$ cat src/assert_macros.svh
// Assertion macros for the glyph row expansion blit.
// Included by the top level; no other dependencies.
`ifndef ASSERT_MACROS_SVH
`define ASSERT_MACROS_SVH
`ifndef NO_ASSERTIONS
`define GRE_ASSERT_IMP(lbl, clk, rst, ante, cons) \
   lbl: assert property (@(posedge clk) disable iff (rst) (ante) |-> (cons)) \
      else $error("assertion failed");
`define GRE_ASSERT_NXT(lbl, clk, rst, ante, cons) \
   lbl: assert property (@(posedge clk) disable iff (rst) (ante) |=> (cons)) \
      else $error("assertion failed");
`else
`define GRE_ASSERT_IMP(lbl, clk, rst, ante, cons)
`define GRE_ASSERT_NXT(lbl, clk, rst, ante, cons)
`endif
`endif

$ cat src/gre_pkg.sv
// Shared types and constants for the glyph row expansion blit.
// No dependencies.
package gre_pkg;

   localparam int MAX_GLYPH_WIDTH_DEF = 64;
   localparam int GEO_W               = 18;
   localparam int SKIP_W              = 6;
   localparam int COLS_W              = 7;
   localparam int CSR_IDX_W           = 4;

   typedef enum logic [CSR_IDX_W-1:0] {
      CSR_CLIP_LEFT      = 4'd0,
      CSR_CLIP_TOP       = 4'd1,
      CSR_CLIP_RIGHT     = 4'd2,
      CSR_CLIP_BOTTOM    = 4'd3,
      CSR_DEST_PITCH     = 4'd4,
      CSR_FORE_COLOR     = 4'd5,
      CSR_PEN_START_X    = 4'd6,
      CSR_PEN_BASELINE_Y = 4'd7
   } csr_idx_type;

   typedef struct packed {
      logic signed [15:0] clip_left;
      logic signed [15:0] clip_top;
      logic signed [15:0] clip_right;
      logic signed [15:0] clip_bottom;
      logic signed [15:0] pen_baseline_y;
   } clip_cfg_type;

   typedef struct packed {
      logic              visible;
      logic [SKIP_W-1:0] skip;
      logic [COLS_W-1:0] cols;
      logic [15:0]       dy;
      logic [15:0]       dx;
   } geo_type;

endpackage

$ cat src/gre_ifs.sv
// Channel interfaces for the glyph row expansion blit: request, response, csr write.
// Depends on gre_pkg.
interface gre_req_if #(parameter int W = gre_pkg::MAX_GLYPH_WIDTH_DEF) ();
   logic                valid;
   logic                ready;
   logic                start_of_string;
   logic [W-1:0]        row_bits;
   logic [6:0]          glyph_width;
   logic [5:0]          row_number;
   logic signed [7:0]   bearing_x;
   logic signed [7:0]   bearing_y;
   logic [7:0]          advance_x;
   logic                last_row;
   modport source (output valid, start_of_string, row_bits, glyph_width, row_number,
                   bearing_x, bearing_y, advance_x, last_row, input ready);
   modport sink (input valid, start_of_string, row_bits, glyph_width, row_number,
                 bearing_x, bearing_y, advance_x, last_row, output ready);
endinterface

interface gre_rsp_if #(parameter int W = gre_pkg::MAX_GLYPH_WIDTH_DEF) ();
   logic         valid;
   logic         ready;
   logic [31:0]  dest_offset;
   logic [W-1:0] write_mask;
   logic [7:0]   pixel_color;
   modport source (output valid, dest_offset, write_mask, pixel_color, input ready);
   modport sink (input valid, dest_offset, write_mask, pixel_color, output ready);
endinterface

interface gre_csr_if ();
   logic                           valid;
   logic                           ready;
   logic [gre_pkg::CSR_IDX_W-1:0]  index;
   logic [15:0]                    data;
   modport source (output valid, index, data, input ready);
   modport sink (input valid, index, data, output ready);
endinterface

$ cat src/gre_clip.sv
// Glyph row placement and clipping against the target rectangle.
// Depends on gre_pkg.
module gre_clip (
   input  logic signed [15:0]       pen,
   input  logic [6:0]               width,
   input  logic [5:0]               row,
   input  logic signed [7:0]        bx,
   input  logic signed [7:0]        by,
   input  gre_pkg::clip_cfg_type    cfg,
   output gre_pkg::geo_type         geo
);

   localparam int GW = gre_pkg::GEO_W;

   logic signed [GW-1:0] left, right, y, cl, cr;
   logic signed [GW-1:0] cleft, cright, ctop, cbot;
   logic signed [GW-1:0] skip_w, cols_w, dy_w, dx_w;

   always_comb begin
      cleft  = GW'(cfg.clip_left);
      cright = GW'(cfg.clip_right);
      ctop   = GW'(cfg.clip_top);
      cbot   = GW'(cfg.clip_bottom);
      left   = GW'(pen) + GW'(bx);
      right  = left + GW'($signed({1'b0, width}));
      y      = GW'(cfg.pen_baseline_y) - GW'(by) + GW'($signed({1'b0, row}));
      cl     = (left > cleft) ? left : cleft;
      cr     = (right < cright) ? right : cright;
      skip_w = cl - left;
      cols_w = cr - cl;
      dy_w   = y - ctop;
      dx_w   = cl - cleft;
      geo.visible = (cl < cr) && (y >= ctop) && (y < cbot);
      geo.skip    = skip_w[gre_pkg::SKIP_W-1:0];
      geo.cols    = cols_w[gre_pkg::COLS_W-1:0];
      geo.dy      = dy_w[15:0];
      geo.dx      = dx_w[15:0];
   end

endmodule

$ cat src/glyph_row_expand_blit.sv
// Top level of the glyph row expansion blit: csr bank, pen, three-register pipeline.
// Depends on gre_pkg, gre_ifs, gre_clip and assert_macros.svh.
//
// Usage:
//   req_ch  carries one glyph row per request with its metrics; accepted when
//           valid and ready are high at a rising clock edge.
//   rsp_ch  carries the byte offset, write mask and color of a visible row.
//           A fully clipped row gives no response.
//   csr_ch  writes one register per cycle (always ready); write only while idle.
// Throughput: one request per cycle while rsp_ch takes responses. The pen is
// updated at request accept, so back-to-back rows of consecutive glyphs need no gap.
// Path: a visible row passes the input register (loaded at accept), then the clip
// register, then the response register, which drives rsp_ch.
// Reset: clears all valid flags and the pen; clip registers and pitch go to 0,
// fore_color to 255.
// Stall: when rsp_ch is not ready the pipeline holds; up to three requests are
// in flight before req_ch.ready drops. Clipped rows drain even while stalled.
`include "assert_macros.svh"

module glyph_row_expand_blit #(
   parameter int MAX_GLYPH_WIDTH = gre_pkg::MAX_GLYPH_WIDTH_DEF
) (
   input  logic  clock,
   input  logic  reset,
   gre_req_if.sink   req_ch,
   gre_rsp_if.source rsp_ch,
   gre_csr_if.sink   csr_ch
);

   localparam int MW = MAX_GLYPH_WIDTH;

   gre_pkg::clip_cfg_type cfg_ff;
   logic [15:0]        pitch_ff;
   logic [7:0]         color_ff;
   logic signed [15:0] pen_start_ff;
   logic signed [15:0] pen_x_ff, pen_x_in;

   logic               s1_valid_ff, s1_valid_in;
   logic signed [15:0] s1_pen_ff;
   logic [MW-1:0]      s1_bits_ff;
   logic [6:0]         s1_width_ff;
   logic [5:0]         s1_row_ff;
   logic signed [7:0]  s1_bx_ff, s1_by_ff;

   logic               s2_valid_ff, s2_valid_in;
   gre_pkg::geo_type   s2_geo_ff, geo;
   logic [MW-1:0]      s2_bits_ff;

   logic               out_valid_ff, out_valid_in;
   logic [31:0]        out_offset_ff;
   logic [MW-1:0]      out_mask_ff;

   logic               req_accept, out_free, s2_go, s2_ready, s1_ready;
   logic signed [15:0] pen_eff;
   logic [6:0]         width_clamped;
   logic [MW-1:0]      shifted, mask;
   logic [31:0]        offset;

   assign csr_ch.ready = 1'b1;

   always_ff @(posedge clock) begin
      if (reset) begin
         cfg_ff       <= '0;
         pitch_ff     <= '0;
         color_ff     <= 8'hFF;
         pen_start_ff <= '0;
      end else if (csr_ch.valid) begin
         unique case (gre_pkg::csr_idx_type'(csr_ch.index))
            gre_pkg::CSR_CLIP_LEFT:      cfg_ff.clip_left      <= csr_ch.data;
            gre_pkg::CSR_CLIP_TOP:       cfg_ff.clip_top       <= csr_ch.data;
            gre_pkg::CSR_CLIP_RIGHT:     cfg_ff.clip_right     <= csr_ch.data;
            gre_pkg::CSR_CLIP_BOTTOM:    cfg_ff.clip_bottom    <= csr_ch.data;
            gre_pkg::CSR_DEST_PITCH:     pitch_ff              <= csr_ch.data;
            gre_pkg::CSR_FORE_COLOR:     color_ff              <= csr_ch.data[7:0];
            gre_pkg::CSR_PEN_START_X:    pen_start_ff          <= csr_ch.data;
            gre_pkg::CSR_PEN_BASELINE_Y: cfg_ff.pen_baseline_y <= csr_ch.data;
            default: ;
         endcase
      end
   end

   // handshake chain
   always_comb begin
      out_free     = !out_valid_ff || rsp_ch.ready;
      s2_go        = !s2_geo_ff.visible || out_free;
      s2_ready     = !s2_valid_ff || s2_go;
      s1_ready     = !s1_valid_ff || s2_ready;
      req_accept   = req_ch.valid && s1_ready;
      s1_valid_in  = req_accept ? 1'b1 : (s2_ready ? 1'b0 : s1_valid_ff);
      s2_valid_in  = s2_ready ? s1_valid_ff : s2_valid_ff;
      out_valid_in = out_free ? (s2_valid_ff && s2_geo_ff.visible) : out_valid_ff;
   end

   assign req_ch.ready = s1_ready;

   // pen update at accept
   always_comb begin
      pen_eff       = req_ch.start_of_string ? pen_start_ff : pen_x_ff;
      pen_x_in      = pen_x_ff;
      if (req_accept) begin
         pen_x_in = pen_eff + (req_ch.last_row ? $signed({8'd0, req_ch.advance_x}) : 16'sd0);
      end
      width_clamped = (req_ch.glyph_width > 7'(MW)) ? 7'(MW) : req_ch.glyph_width;
   end

   always_ff @(posedge clock) begin
      if (reset) begin
         pen_x_ff     <= '0;
         s1_valid_ff  <= 1'b0;
         s2_valid_ff  <= 1'b0;
         out_valid_ff <= 1'b0;
      end else begin
         pen_x_ff     <= pen_x_in;
         s1_valid_ff  <= s1_valid_in;
         s2_valid_ff  <= s2_valid_in;
         out_valid_ff <= out_valid_in;
      end
   end

   always_ff @(posedge clock) begin
      if (req_accept) begin
         s1_pen_ff   <= pen_eff;
         s1_bits_ff  <= req_ch.row_bits;
         s1_width_ff <= width_clamped;
         s1_row_ff   <= req_ch.row_number;
         s1_bx_ff    <= req_ch.bearing_x;
         s1_by_ff    <= req_ch.bearing_y;
      end
   end

   gre_clip u_clip (
      .pen   (s1_pen_ff),
      .width (s1_width_ff),
      .row   (s1_row_ff),
      .bx    (s1_bx_ff),
      .by    (s1_by_ff),
      .cfg   (cfg_ff),
      .geo   (geo)
   );

   always_ff @(posedge clock) begin
      if (s2_ready) begin
         s2_geo_ff  <= geo;
         s2_bits_ff <= s1_bits_ff;
      end
   end

   // reset path clears visible through the valid flag only
   always_comb begin
      shifted = s2_bits_ff >> s2_geo_ff.skip;
      for (int i = 0; i < MW; i++) begin
         mask[i] = shifted[i] && (gre_pkg::COLS_W'(i) < s2_geo_ff.cols);
      end
      offset = s2_geo_ff.dy * pitch_ff + {16'd0, s2_geo_ff.dx};
   end

   always_ff @(posedge clock) begin
      if (out_free) begin
         out_offset_ff <= offset;
         out_mask_ff   <= mask;
      end
   end

   assign rsp_ch.valid       = out_valid_ff;
   assign rsp_ch.dest_offset = out_offset_ff;
   assign rsp_ch.write_mask  = out_mask_ff;
   assign rsp_ch.pixel_color = color_ff;

   `GRE_ASSERT_IMP(a_ready_low_full, clock, reset, !req_ch.ready, s1_valid_ff && s2_valid_ff && out_valid_ff)
   `GRE_ASSERT_NXT(a_s2_hold, clock, reset, s2_valid_ff && s2_geo_ff.visible && !out_free, s2_valid_ff && s2_geo_ff.visible)
   `GRE_ASSERT_IMP(a_visible_cols, clock, reset, s2_valid_ff && s2_geo_ff.visible, s2_geo_ff.cols != '0)

endmodule
$ cat src/flat_wrapper.sv
// flat-port wrapper written by rule: the top's interface ports become plain ports
module glyph_row_expand_blit_flat 
#(
   parameter int MAX_GLYPH_WIDTH = gre_pkg::MAX_GLYPH_WIDTH_DEF
)
  (clock, reset, req_ch_valid, req_ch_start_of_string, req_ch_row_bits, req_ch_glyph_width, req_ch_row_number, req_ch_bearing_x, req_ch_bearing_y, req_ch_advance_x, req_ch_last_row, req_ch_ready, rsp_ch_valid, rsp_ch_dest_offset, rsp_ch_write_mask, rsp_ch_pixel_color, rsp_ch_ready, csr_ch_valid, csr_ch_index, csr_ch_data, csr_ch_ready);
  gre_req_if req_ch_i ();
  gre_rsp_if rsp_ch_i ();
  gre_csr_if csr_ch_i ();
  input  logic clock;
  input  logic reset;
  input wire logic [$bits(req_ch_i.valid)-1:0] req_ch_valid;
  input wire logic [$bits(req_ch_i.start_of_string)-1:0] req_ch_start_of_string;
  input wire logic [$bits(req_ch_i.row_bits)-1:0] req_ch_row_bits;
  input wire logic [$bits(req_ch_i.glyph_width)-1:0] req_ch_glyph_width;
  input wire logic [$bits(req_ch_i.row_number)-1:0] req_ch_row_number;
  input wire logic [$bits(req_ch_i.bearing_x)-1:0] req_ch_bearing_x;
  input wire logic [$bits(req_ch_i.bearing_y)-1:0] req_ch_bearing_y;
  input wire logic [$bits(req_ch_i.advance_x)-1:0] req_ch_advance_x;
  input wire logic [$bits(req_ch_i.last_row)-1:0] req_ch_last_row;
  output wire logic [$bits(req_ch_i.ready)-1:0] req_ch_ready;
  output wire logic [$bits(rsp_ch_i.valid)-1:0] rsp_ch_valid;
  output wire logic [$bits(rsp_ch_i.dest_offset)-1:0] rsp_ch_dest_offset;
  output wire logic [$bits(rsp_ch_i.write_mask)-1:0] rsp_ch_write_mask;
  output wire logic [$bits(rsp_ch_i.pixel_color)-1:0] rsp_ch_pixel_color;
  input wire logic [$bits(rsp_ch_i.ready)-1:0] rsp_ch_ready;
  input wire logic [$bits(csr_ch_i.valid)-1:0] csr_ch_valid;
  input wire logic [$bits(csr_ch_i.index)-1:0] csr_ch_index;
  input wire logic [$bits(csr_ch_i.data)-1:0] csr_ch_data;
  output wire logic [$bits(csr_ch_i.ready)-1:0] csr_ch_ready;
  assign req_ch_i.valid = req_ch_valid;
  assign req_ch_i.start_of_string = req_ch_start_of_string;
  assign req_ch_i.row_bits = req_ch_row_bits;
  assign req_ch_i.glyph_width = req_ch_glyph_width;
  assign req_ch_i.row_number = req_ch_row_number;
  assign req_ch_i.bearing_x = req_ch_bearing_x;
  assign req_ch_i.bearing_y = req_ch_bearing_y;
  assign req_ch_i.advance_x = req_ch_advance_x;
  assign req_ch_i.last_row = req_ch_last_row;
  assign req_ch_ready = req_ch_i.ready;
  assign rsp_ch_valid = rsp_ch_i.valid;
  assign rsp_ch_dest_offset = rsp_ch_i.dest_offset;
  assign rsp_ch_write_mask = rsp_ch_i.write_mask;
  assign rsp_ch_pixel_color = rsp_ch_i.pixel_color;
  assign rsp_ch_i.ready = rsp_ch_ready;
  assign csr_ch_i.valid = csr_ch_valid;
  assign csr_ch_i.index = csr_ch_index;
  assign csr_ch_i.data = csr_ch_data;
  assign csr_ch_ready = csr_ch_i.ready;
  glyph_row_expand_blit #(.MAX_GLYPH_WIDTH(MAX_GLYPH_WIDTH)) u_core (.clock(clock), .reset(reset), .req_ch(req_ch_i), .rsp_ch(rsp_ch_i), .csr_ch(csr_ch_i));
endmodule
$ cat config.mk
export PLATFORM = sky130hd
export DESIGN_NAME = glyph_row_expand_blit_flat
export DESIGN_NICKNAME = d
export VERILOG_FILES = /design/src/gre_pkg.sv /design/src/gre_ifs.sv /design/src/gre_clip.sv /design/src/glyph_row_expand_blit.sv /design/src/flat_wrapper.sv
export VERILOG_INCLUDE_DIRS = /design/src /design/src/src
export SDC_FILE = /design/constraint.sdc
export NUM_CORES = 2
export LEC_CHECK = 0
export BUFFER_PORTS_ARGS = -buffer_cell sky130_fd_sc_hd__buf_2
export CAP_MARGIN = 10
export CORE_MARGIN = 8
export CORE_UTILIZATION = 40
export DETAILED_ROUTE_END_ITERATION = 7
export HOLD_SLACK_MARGIN = 0.08
export PLACE_DENSITY = 0.6
export SYNTH_ARGS = -nofsm -noshare
export SYNTH_HDL_FRONTEND = slang
export SYNTH_HIERARCHICAL = 1
export SYNTH_SLANG_ARGS = --single-unit
$ cat constraint.sdc
create_clock -name clock -period 19 [get_ports clock]
set_input_delay 3.8 -clock clock [delete_from_list [all_inputs] [get_ports clock]]
set_output_delay 3.8 -clock clock [all_outputs]
set_load 0.02 [all_outputs]
==> metrics <==
CTS hold repair buffers=0; worst rel slew slack=22.51%; routing usage on met2=between 20 and 30%; cell type with the largest total area after synthesis=edfxtp_1; Required @ worst endpoint=about 15 ns; via-per-instance ratio=roughly 5.2; count of mapped cells out of synthesis=3494; count of flip-flops with a built-in enable after synthesis=315; Post-Syn Area=35280 um^2; met1 Resource Use GR=between 20% and 30%; GRT Max-Usage Layer=met2; routed length per instance=19.34 um; starting utilization of the core area=40.16%; number of rows in the core area=between 100 and 150; post-detailed-routing wire length=93.54 mm; synthesized net count=about 4000; synthesized area divided by synthesized cell count=10.10 um^2; Pins Over Slew Limit=0; hold crit path type=reg -> reg; classification of the worst setup path=in -> out; total global routing track utilization=18.52%; reg2reg path depth=34; share of final-layout standard cells stronger than drive strength 1=12.85%; post-synthesis to final-layout area growth=10.60%; antenna violations before repair=1; quantity of I/O buffers inserted on ports=between 200 and 250; critical register-to-register path startpoint=u_core/s1_pen_ff[0]; area of the die=97950 um^2; Synth warnings=6; Skew-Pair Late Insertion Delay=slightly above 0.6 ns; GRT Residual Overflow=0; placed cell area=37300 um^2; worst vdd ir=0.1350 mV; fraction of synthesis flops using an asynchronous set or reset pin=0%; detailed-route via count=25260; startpoint types=input pin; largest fanout of any net on the critical path=22; highest clock frequency the design can meet=0.1160 GHz; cell with the most instances after synthesis=nand2_1; Maximum Capacitance Violations=0; outcome=finished, final reports clean; power density over the cells=117.8 nW/um^2; Crit path arrival time=4.82 ns; sink count of the clock tree=454; number of global-route vias before repair=about 25000; Hold Slack=a little over 0.4 ns; first-pass GRT wire length=144.3 mm; Chip Width=313.0 um; fraction of the yosys area taken by sequential cells=34.70%; Die Height=313.0 um; TritonCTS clock tree=built; reported leakage power=17.00 nW; sum of negative setup slack=0 ns; hold violation count in the final report=0; post-route fraction of the period consumed by the critical path=45.36%; Hold Startpoint=u_core/s1_bits_ff[40]; type of destination of the critical path=output port; Post-synth top cells=447 x nand2_1, 432 x inv_1, 315 x edfxtp_1; Final Util=44.42%; Worst Hold End=u_core/s2_bits_ff[40]; area inside the core boundary=87830 um^2; min cycle time layout=around 8.6 ns; antenna-violating nets left=0; drt drc=0; Final Instance Area=around 39000 um^2; Routability Congestion=0.9180; first-iteration detailed-routing DRC count=1916; reg-to-reg slack, setup=11.45 ns; I/O pin count=235; total half-perimeter wirelength after legalization and detailed placement=71.80 mm; non-filler instance count after layout=a little under 5000; GR Util met3=2.193%; filler cell count=roughly 8500; count of final setup violators=0; unrepaired setup endpoints after global routing=false; root buffer cell=clkbuf_16; share of the synthesized area in the top cell type=26.81%; depth of the CTS H-tree=2; post-CTS setup repair buffer count=0; largest net degree at the start of global routing=84; Worst Setup SP=rsp_ch_ready; count of state elements after synthesis=approximately 450; post-CTS resize count=0; depth of the worst hold-timing path=0; Slew @ Worst Pin=about 1.2 ns; Cell variety after synth=100; count of TritonRoute iterations in the first routing pass=6; CTS buffer count=49; largest buffer count on any clock path=3; Cells after DPL=4745; post-CTS clock slew at the launch and capture registers of the worst setup and hold paths=0.06 ns; biggest area contributors in the synthesized netlist=edfxtp_1 27%, fa_1 13%, ha_1 9.9%, dfxtp_1 7.9%, nand2_1 4.8%; # nets final=4260; Most used DFF post-synth=edfxtp_1; R2R Path End=u_core/s2_geo_ff[45]; Setup Skew=0.02397 ns
## routing by layer
metal | share of wire [%] | vias to the layer above
met3 | 4.6 | 108
met1 | 46 | 12230
li1 | - | 12270
met2 | 46 | 647
met5 | 0 | -
met4 | 2.7 | 0
## final cells by class
cell class	count	area, um^2	share of cell area, %
Clock buffer	59	1316	3.374
Inverter	432	1627	4.169
Timing Repair Buffer	253	1319	3.380
Multi-Input combinational cell	2441	20660	52.95
Sequential cell	454	12240	31.38
Clock inverter	33	394.1	1.010
Antenna cell	1	2.502	0.006414
Tap cell	1165	1458	3.736
## how the worst max path moves through the flow
stage               cells after the start                 end  slack [ns]
finish                                  5        req_ch_ready       10.38
global route                            5        req_ch_ready       10.29
CTS                                     5        req_ch_ready       10.37
detailed placement                      5        req_ch_ready       10.37
global placement                        5        req_ch_ready       10.37
floorplan                               7  u_core/pen_x_ff[8]        8.16
## sequential cells by signal, summed over array words and instances, names as in the netlist, 32 cells and up
| register | flops |
|---|---|
| u_core/rsp_ch.dest_offset | 32 |
| u_core/rsp_ch.write_mask | 64 |
| u_core/s2_bits_ff | 64 |
| u_core/s1_bits_ff | 64 |
| u_core/s2_geo_ff | 46 |
| u_core/cfg_ff | 80 |
## logic make-up (layout without fill, tap and decap cells)
family | count (synthesis) | after routing | share of synthesized area [%]
AOI/OAI and AO/OA | 602 | 602 | 10.94
buffers and inverters | 599 | 777 | 6.838
and+or+nand+nor | 1005 | 1005 | 13.33
xor gates and xnor gates | 103 | 103 | 2.692
other | 1 | 2 | 0.01063
adders and majority gates | 501 | 501 | 22.52
DFF | 454 | 454 | 34.70
muxes | 229 | 229 | 8.974
## power by group
group | internal (mW) | switching [mW]
Clock | 0.595 | 0.419
Sequential | 1.28 | 0.179
Combinational | 0.804 | 1.32
Total | 2.68 | 1.92
## cell usage in the layout (no fill, tap or decap), drive strengths merged, types with 8 or more instances in the layout
cell,instances
a31oi,23
dfxtp,139
a21oi,210
or2,8
ha,278
xnor2,72
mux2i,125
buf,253
mux4,61
o21bai,9
clkbuf,59
nor2b,31
edfxtp,315
and2,131
a221oi,15
nand2b,17
a21boi,9
xor2,30
nor2,190
o22ai,8
o31ai,9
or3,11
inv,435
a21o,56
clkinv,20
o211ai,17
nand4,18
and3,17
mux2,43
nand3b,12
fa,223
nand2,448
nor3,47
o21ai,125
nand3,46
a211oi,53
o21a,17
## worst max-delay path, stage by stage
cell,delay [ns]
buf_2,0.09
nand2b_4,0.27
nor2_1,0.33
nand2_1,0.14
buf_2,0.18
## stage by stage
stage	total power [mW]	worst slack, ns
floorplan	2.935	8.164
global placement	3.571	10.37
detailed placement	3.581	10.37
CTS	4.612	10.37
global route	4.873	10.29
finish	4.595	10.38
Power figures use the tool's default switching activity.
